==> src/afrc_pkg.sv <==
// Package for the audio frame rate converter.
// Holds register codes, mode codes, blend operation codes and the configuration struct.
// No dependencies.
package afrc_pkg;

	// Number of sample fields in one frame at the ports.
	localparam int CH_FIELDS = 8;

	// Configuration port widths.
	localparam int CFG_INDEX_BITS = 2;
	localparam int CFG_DATA_BITS  = 5;

	// Configuration register indexes.
	localparam logic [CFG_INDEX_BITS-1:0] REG_MODE          = 2'd0;
	localparam logic [CFG_INDEX_BITS-1:0] REG_CHANNEL_COUNT = 2'd1;
	localparam logic [CFG_INDEX_BITS-1:0] REG_DECIMATION    = 2'd2;

	// Mode codes.
	localparam logic [1:0] MODE_UP2  = 2'd0;
	localparam logic [1:0] MODE_UP4  = 2'd1;
	localparam logic [1:0] MODE_DOWN = 2'd2;

	// Register reset values.
	localparam logic [1:0] MODE_RESET = MODE_UP2;
	localparam logic [3:0] CHANNEL_COUNT_RESET = 4'd2;
	localparam logic [4:0] DECIMATION_RESET = 5'd2;
	localparam logic [4:0] DECIMATION_MAX = 5'd16;

	typedef struct packed {
		logic [1:0] mode;
		logic [3:0] channel_count;
		logic [4:0] decimation_factor;
	} cfg_t;

	// HELD is the held frame, CUR the current one, Q1/Q3 the 3:1 and 1:3 blends.
	typedef enum logic [2:0] {
		OP_HELD,
		OP_Q1,
		OP_MID,
		OP_Q3,
		OP_CUR
	} blend_op_t;

endpackage

==> src/afrc_cfg.sv <==
// Configuration register file of the audio frame rate converter.
// Depends on afrc_pkg for register indexes, reset values and cfg_t.
module afrc_cfg
	import afrc_pkg::*;
(
	input  logic clk,
	input  logic arst_n,
	input  logic wr_valid,
	output logic wr_ready,
	input  logic [CFG_INDEX_BITS-1:0] wr_index,
	input  logic [CFG_DATA_BITS-1:0] wr_data,
	output cfg_t cfg
);

	cfg_t cfg_q;

	assign wr_ready = 1'b1;
	assign cfg = cfg_q;

	always_ff @(posedge clk or negedge arst_n) begin
		if (!arst_n) begin
			cfg_q.mode <= MODE_RESET;
			cfg_q.channel_count <= CHANNEL_COUNT_RESET;
			cfg_q.decimation_factor <= DECIMATION_RESET;
		end else if (wr_valid) begin
			unique case (wr_index)
				REG_MODE: cfg_q.mode <= wr_data[1:0];
				REG_CHANNEL_COUNT: cfg_q.channel_count <= wr_data[3:0];
				REG_DECIMATION: cfg_q.decimation_factor <= wr_data[4:0];
				default: ;
			endcase
		end
	end

endmodule

==> config.mk <==
export PLATFORM = sky130hd
export DESIGN_NAME = afrc_cfg
export DESIGN_NICKNAME = d
export VERILOG_FILES = /design/src/afrc_pkg.sv /design/src/afrc_cfg.sv
export SDC_FILE = /design/constraint.sdc
export NUM_CORES = 1
export LEC_CHECK = 0
export BUFFER_PORTS_ARGS = -buffer_cell sky130_fd_sc_hd__buf_4
export CAP_MARGIN = 20
export CORE_AREA = 8 8 45 47
export CTS_CLUSTER_DIAMETER = 80
export DETAILED_ROUTE_END_ITERATION = 7
export DIE_AREA = 0 0 53 55
export PLACE_DENSITY = 0.69
export SYNTH_ARGS = -nofsm -noshare
export SYNTH_HDL_FRONTEND = slang
export SYNTH_SLANG_ARGS = --single-unit
==> constraint.sdc <==
create_clock -name clk -period 1 [get_ports clk]
set_input_delay 0.1 -clock clk [delete_from_list [all_inputs] [get_ports clk]]
set_output_delay 0.1 -clock clk [all_outputs]
set_load 0.03 [all_outputs]
==> reports/results.ini, run 1 <==
[place]
placed_area_sq_um=598
number_of_port_buffers=20
globalplace.congestion=0.711
hpwlAfterDp_um=796

[detailed_routing]
routedWlPerCell_um=14.7
top_layer=met4
route.final.wire_length_um=982
ant_nets=0
drc=0
dr_wl_met3_um=171
drt_first_iter_violations=1
met2RoutedLength_um=394
detail_route.vias_per_cell=4.52
drt_pre_antenna_iters=2
vias=303
detail_route.wirelength.met1_um=404

[worst_setup_path]
critical_path.max_fanout=2
worstSetupPathType=flip-flop to output pin
crit_chain=buf_6
crit_buf_inv=1
cp.required_ns=0.90
path_delay_family=flip-flops
timing.rr.start=cfg[3]
crit_path_top_delay_cell=sky130_fd_sc_hd__dfstp_2
endpoint_kind=output pin
crit-reg2reg-capture=cfg[3]
reg2reg_slack_ns=0.24
slowest_delay_ns=0.54
ff2ff_path_depth=1
worst_ep_arrival_time_ns=0.92
setup.worst_path.start_class=flip-flop

[synth]
yosys-top-cells-area=sky130_fd_sc_hd__dfrtp_1, sky130_fd_sc_hd__mux2_2, sky130_fd_sc_hd__dfstp_2
synth-compound-area-share_pct=0
avgSynthCellArea_sq_um=16.1
netlist_area_sq_um=435
synth_xor_area_share_pct=0
yosysTopAreaCellShare_pct=51.7
synth_fa_ha_area_share_pct=0
ys.flop_type=sky130_fd_sc_hd__dfrtp_1
synth_simple_gate_area_share_pct=5.17
net_count_after_synthesis=37
synth_cell_type_count=7
yosys_register_bits=11
yosysWarningCount=0
synth.area.mux_share_pct=28.4
dominant_cell_type_by_area_after_synthesis=sky130_fd_sc_hd__dfrtp_1
synth_top_family_by_area=multiplexers
synth_common_cells=sky130_fd_sc_hd__mux2_2, sky130_fd_sc_hd__dfrtp_1, sky130_fd_sc_hd__dfstp_2, sky130_fd_sc_hd__nand3b_1
synth-async-reset-ratio_pct=100
yosys.cell_count.top_type=sky130_fd_sc_hd__mux2_2
synth_enable_flop_cells=0
synth.yosys.seq_area_share_pct=63.8
post_synth_inst_count=27

[die]
die-width_um=53
coreArea_sq_mm=0.00138
die_h_um=55
die_area_sq_mm=0.00292
floorplan.rows=14
floorplan.initialDensity_pct=31.5
boundaryPins=22

[global_route]
grtUsageTotal_pct=7.61
grt_antenna_before_repair=0
remaining_overflow_grt=0
grt_max_degree=12
first_global_vias=333
first_pass_grt_wire_length_mm=1.56

[cells_and_area]
syn2layout_area_growth_pct=47.4
finished_cell_area_sq_um=642
share_of_layout_cells_above_drive_strength_1_pct=70.6
number_of_nets_in_the_final_layout=62
antenna-diode-count=0
largest_register_ff_count=11
fillerInstances=133

[timing]
fin_skew_ns=0
grt_setup_unrepaired=yes
period_needed_ns=1.02
timing_max_transition_violations_final=0
layout_worst_path_cycle_share_pct=102
achievable-frequency_ghz=0.980
final_critical_path_setup_slack_ns=-0.0208
timing_hold_violations_final=0
setup-violations-final=2
fin_tns_setup_ns=-0.0388

[outcome]
violations=negative setup slack
status=finished with violations

[power_and_ir_drop]
total_leakage_power_nw=0.299
power.density_mw_per_mm2=2090
largest_voltage_drop_on_the_vdd_net_mv=0.996

[clock_tree]
path_clk_slew_ns=0.07
cts_max_level=1
cts.repair_timing.setup_buffer_count=0
ctsLongestPathBuffers=2
cts.sinks=11
cts_tree=yes
tritoncts.num_buffers=3
clk_tree_root_cell=sky130_fd_sc_hd__clkbuf_4
clk-insertion-delay-late_ns=0.26

[min_path]
min_path_cells=2
type_of_the_worst_min_delay_path=input pin to flip-flop
hold_path.startpoint=wr_data[4]
worstHoldEndpoint=cfg[4]

[job]
cap_viol_max_count=0

==> final cells by class <==
class                      instances  area, sq um  share of cell area [%]
sequential                        11          278                    43.3
timing repair buffer              21          168                    26.1
multi-input combinational         15          150                    23.4
clock buffer                       4         26.3                    4.09
tap                               16         20.0                    3.12
==> where the power goes <==
part	internal [mW]	switching [mW]
Clock	0.154	0.137
Sequential	0.541	0.0452
Combinational	0.208	0.259
Total	0.903	0.441
==> per-layer routing <==
layer,vias to the layer above,GRT usage (%)
met2,19,10.9
met1,140,7.96
li1,142,-
met5,-,0
met3,2,5.08
met4,0,5.17
==> cells in the final DEF, fill, tap and decap left out, drive strengths merged <==
cell and instances:
clkbuf 4, dfstp 2, nor3b 1, mux2 11
buf 20, dfrtp 9, dlygate4sd3 1, conb 1
nand3b 2
==> stage by stage <==
step / std cells / util, % / power, mW / worst slack [ns] / hold slack (ns)
final: 67 / 46.4 / 1.34 / -0.0208 / 0.0680
after global routing: 67 / 46.4 / 1.42 / -0.0465 / 0.0642
after CTS: 67 / 46.4 / 1.36 / -0.0338 / 0.0651
after detailed placement: 62 / 43.2 / 1.05 / -0.0493 / -0.0608
after global placement: 62 / 43.2 / 1.05 / -0.0592 / -0.0598
after floorplan: 27 / - / 0.854 / 0.117 / -0.196
==> cells by family (layout without fill, tap and decap cells) <==
kind of cell           count (synthesis)  count (layout)
flip-flops                            11              11
buffers and inverters                  1              25
other                                  1               1
multiplexers                          11              11
AND/OR/NAND/NOR                        3               3
==> timing repair <==
action / CTS / global route
hold endpoints to repair: 11 / 0
setup endpoints to repair: 2 / 2
gates resized for setup: 2 / 0
hold buffers: 1 / 0
==> worst max path at each step <==
| stage | slack (ns) | end | startpoint | cells past startpoint |
|---|---|---|---|---|
| floorplan | 0.12 | cfg[0] | cfg[0] | 1 |
| global placement | -0.06 | cfg[9] | wr_index[1] | 3 |
| detailed placement | -0.05 | cfg[9] | wr_index[1] | 3 |
| CTS | -0.03 | cfg[6] | cfg[6] | 1 |
| global route | -0.05 | cfg[6] | cfg[6] | 1 |
| finish | -0.02 | cfg[1] | cfg[1] | 1 |
Note: power is estimated with default switching activity, not from simulation.
==> run 2: changes to the inputs <==
--- a/config.mk
+++ b/config.mk
@@ -5,13 +5,14 @@
 export SDC_FILE = /design/constraint.sdc
 export NUM_CORES = 1
 export LEC_CHECK = 0
+export ABC_AREA = 1
 export BUFFER_PORTS_ARGS = -buffer_cell sky130_fd_sc_hd__buf_4
 export CAP_MARGIN = 20
 export CORE_AREA = 8 8 45 47
 export CTS_CLUSTER_DIAMETER = 80
 export DETAILED_ROUTE_END_ITERATION = 7
 export DIE_AREA = 0 0 53 55
-export PLACE_DENSITY = 0.69
+export PLACE_DENSITY = 0.73
 export SYNTH_ARGS = -nofsm -noshare
 export SYNTH_HDL_FRONTEND = slang
 export SYNTH_SLANG_ARGS = --single-unit
==> run 2 against run 1 <==
Compared with the run above:
- the run still ends with negative setup slack left
- sequential power fell by 3%
- non-clock buffer count did not move
- fmax fell by 1.4%
- synthesized cell count rose by 100%
- clock skew did not move
- power fell by 4.7%
- critical path depth did not move
- largest power group unchanged
==> reports/results.ini, run 2 <==
[cells_and_area]
largest_register_ff_count=11
mostFrequentLayoutCell=sky130_fd_sc_hd__nand2_1
share_of_layout_cells_above_drive_strength_1_pct=36.8
syn2layout_area_growth_pct=37.5
fillerInstances=138
register_area_sq_um=278
multiInputGateArea_sq_um=175
final_cell_mix=sky130_fd_sc_hd__nand2_1, sky130_fd_sc_hd__buf_4, sky130_fd_sc_hd__nand4_1, sky130_fd_sc_hd__dfrtp_1
post_layout_nonfiller_instances=92
number_of_nets_in_the_final_layout=87
antenna-diode-count=0

[die]
coreArea_sq_mm=0.00138
floorplan.initialDensity_pct=35.4
boundaryPins=22
floorplan.rows=14
die-width_um=53
die_area_sq_mm=0.00292
die_h_um=55

[synth]
synth_enable_flop_cells=0
ys.flop_type=sky130_fd_sc_hd__dfrtp_1
yosysTopAreaCellShare_pct=45.9
yosys-top-cells-area=sky130_fd_sc_hd__dfrtp_1, sky130_fd_sc_hd__nand2_1, sky130_fd_sc_hd__nand4_1
synth_common_cells=sky130_fd_sc_hd__nand2_1, sky130_fd_sc_hd__dfrtp_1, sky130_fd_sc_hd__nand4_1, sky130_fd_sc_hd__nand3_1
yosys_register_bits=11
yosysWarningCount=0
net_count_after_synthesis=64
netlist_area_sq_um=490
yosys.cell_count.top_type=sky130_fd_sc_hd__nand2_1
avgSynthCellArea_sq_um=9.08
synth-async-reset-ratio_pct=100
post_synth_inst_count=54
synth.yosys.seq_area_share_pct=56.6
dominant_cell_type_by_area_after_synthesis=sky130_fd_sc_hd__dfrtp_1
synth_cell_type_count=11

[clock_tree]
cts.sinks=11
tritoncts.num_buffers=3
ctsLongestPathBuffers=2
cts.repair_timing.setup_buffer_count=0
clk_tree_root_cell=sky130_fd_sc_hd__clkbuf_4
path_clk_slew_ns=0.07
cts_max_level=1
cts_tree=yes
clk-insertion-delay-late_ns=0.26

[timing]
period_needed_ns=1.03
grt_setup_unrepaired=yes
timing_max_transition_violations_final=0
timing_hold_violations_final=0
fin_skew_ns=0
setup-violations-final=2
finalHoldWorstSlack_ns=0.0898
layout_worst_path_cycle_share_pct=103
final_critical_path_setup_slack_ns=-0.0350
achievable-frequency_ghz=0.966

[worst_setup_path]
worstSetupPathType=flip-flop to output pin
crit_buf_inv=1
crit_path_top_delay_cell=sky130_fd_sc_hd__dfstp_2
setup.worst_path.start_class=flip-flop
path_delay_family=flip-flops
slowest_delay_ns=0.54
endpoint_kind=output pin
cp.required_ns=0.90
critical_path.max_fanout=2
worst_ep_arrival_time_ns=0.93
crit_chain=buf_6

[outcome]
violations=negative setup slack
status=finished with violations

[power_and_ir_drop]
power.density_mw_per_mm2=1900
total_leakage_power_nw=0.363
largest_voltage_drop_on_the_vdd_net_mv=0.824

[global_route]
first_pass_grt_wire_length_mm=1.82
grtUsageTotal_pct=8.49
first_global_vias=441
grt_antenna_before_repair=0
remaining_overflow_grt=0
grt_max_degree=15

[detailed_routing]
drt_pre_antenna_iters=4
vias=444
routedWlPerCell_um=12.9
route.final.wire_length_mm=1.19
drc=0
ant_nets=0
drt_first_iter_violations=3
detail_route.vias_per_cell=4.83

[job]
cap_viol_max_count=0

[place]
number_of_port_buffers=20
globalplace.congestion=0.802
hpwlAfterDp_um=897
place.detailed.instances=87

[min_path]
type_of_the_worst_min_delay_path=input pin to flip-flop

==> run 2: cell types whose count changed after synthesis <==
cell / previous run / this run
sky130_fd_sc_hd__nand2_1: 0 / 23
sky130_fd_sc_hd__mux2_2: 11 / 0
sky130_fd_sc_hd__nand4_1: 0 / 9
sky130_fd_sc_hd__nand3_1: 0 / 3
sky130_fd_sc_hd__buf_6: 0 / 2
sky130_fd_sc_hd__inv_2: 0 / 2
sky130_fd_sc_hd__nand3b_1: 2 / 0
sky130_fd_sc_hd__nand3_2: 0 / 1
sky130_fd_sc_hd__nor2_1: 0 / 1
sky130_fd_sc_hd__nor3b_1: 1 / 0
==> run 2: routing by layer <==
| metal | track usage, % | wire length [um] |
|---|---|---|
| met4 | 6.47 | 14 |
| met5 | 0 | 0 |
| met2 | 15.2 | 565 |
| met3 | 2.41 | 106 |
| met1 | 8.11 | 505 |
==> run 2: worst paths after layout <==
kind	from	cells after the start	to	slack, ns
min	wr_data[1]	3	cfg[1]	0.09
max in group asynchronous	arst_n	2	cfg[6]	0.57
min in group asynchronous	arst_n	2	cfg[3]	0.20
min reg2reg	cfg[1]	2	cfg[1]	0.47
max reg2reg	cfg[6]	2	cfg[6]	0.29
max	cfg[1]	1	cfg[1]	-0.03
==> run 2: repair_timing <==
| action | 4_1_cts | 5_1_grt |
|---|---|---|
| setup endpoints to repair | 2 | 2 |
| hold endpoints to repair | 11 | 0 |
| hold buffers | 1 | 0 |
| gates resized for setup | 2 | 0 |
==> run 2: layout make-up <==
cell class / count / area share, %
well taps: 16 / 2.97
multi-input cells: 38 / 26.0
inverters: 2 / 1.11
clock buffers: 4 / 3.90
flip-flops and latches: 11 / 41.2
repair buffers: 21 / 24.9
==> run 2: kinds of logic (layout without fill, tap and decap cells) <==
family                 after synthesis  count (layout)  synth area share [%]
and+or+nand+nor                     37              37                  34.9
DFF                                 11              11                  56.6
buffers and inverters                5              27                  7.65
other                                1               1                 0.765
==> run 2: report_power, final <==
part	internal (mW)	leakage (nW)	switching [mW]	total [mW]
combinational	0.155	0.215	0.258	0.414
sequential	0.525	0.133	0.0421	0.567
clock	0.154	0.0150	0.145	0.299
total	0.835	0.363	0.445	1.28
==> run 2: metrics by stage <==
stage	setup WS [ns]	area, sq um	util (%)	total power [mW]	setup TNS, ns
2_1_floorplan	0.223	490	-	0.806	0
3_3_place_gp	0.246	631	45.6	0.972	0
3_5_place_dp	0.232	631	45.6	0.980	0
4_1_cts	-0.0383	674	48.7	1.29	-0.0747
5_1_grt	-0.0478	674	48.7	1.35	-0.0948
6_report	-0.0350	674	48.7	1.28	-0.0683
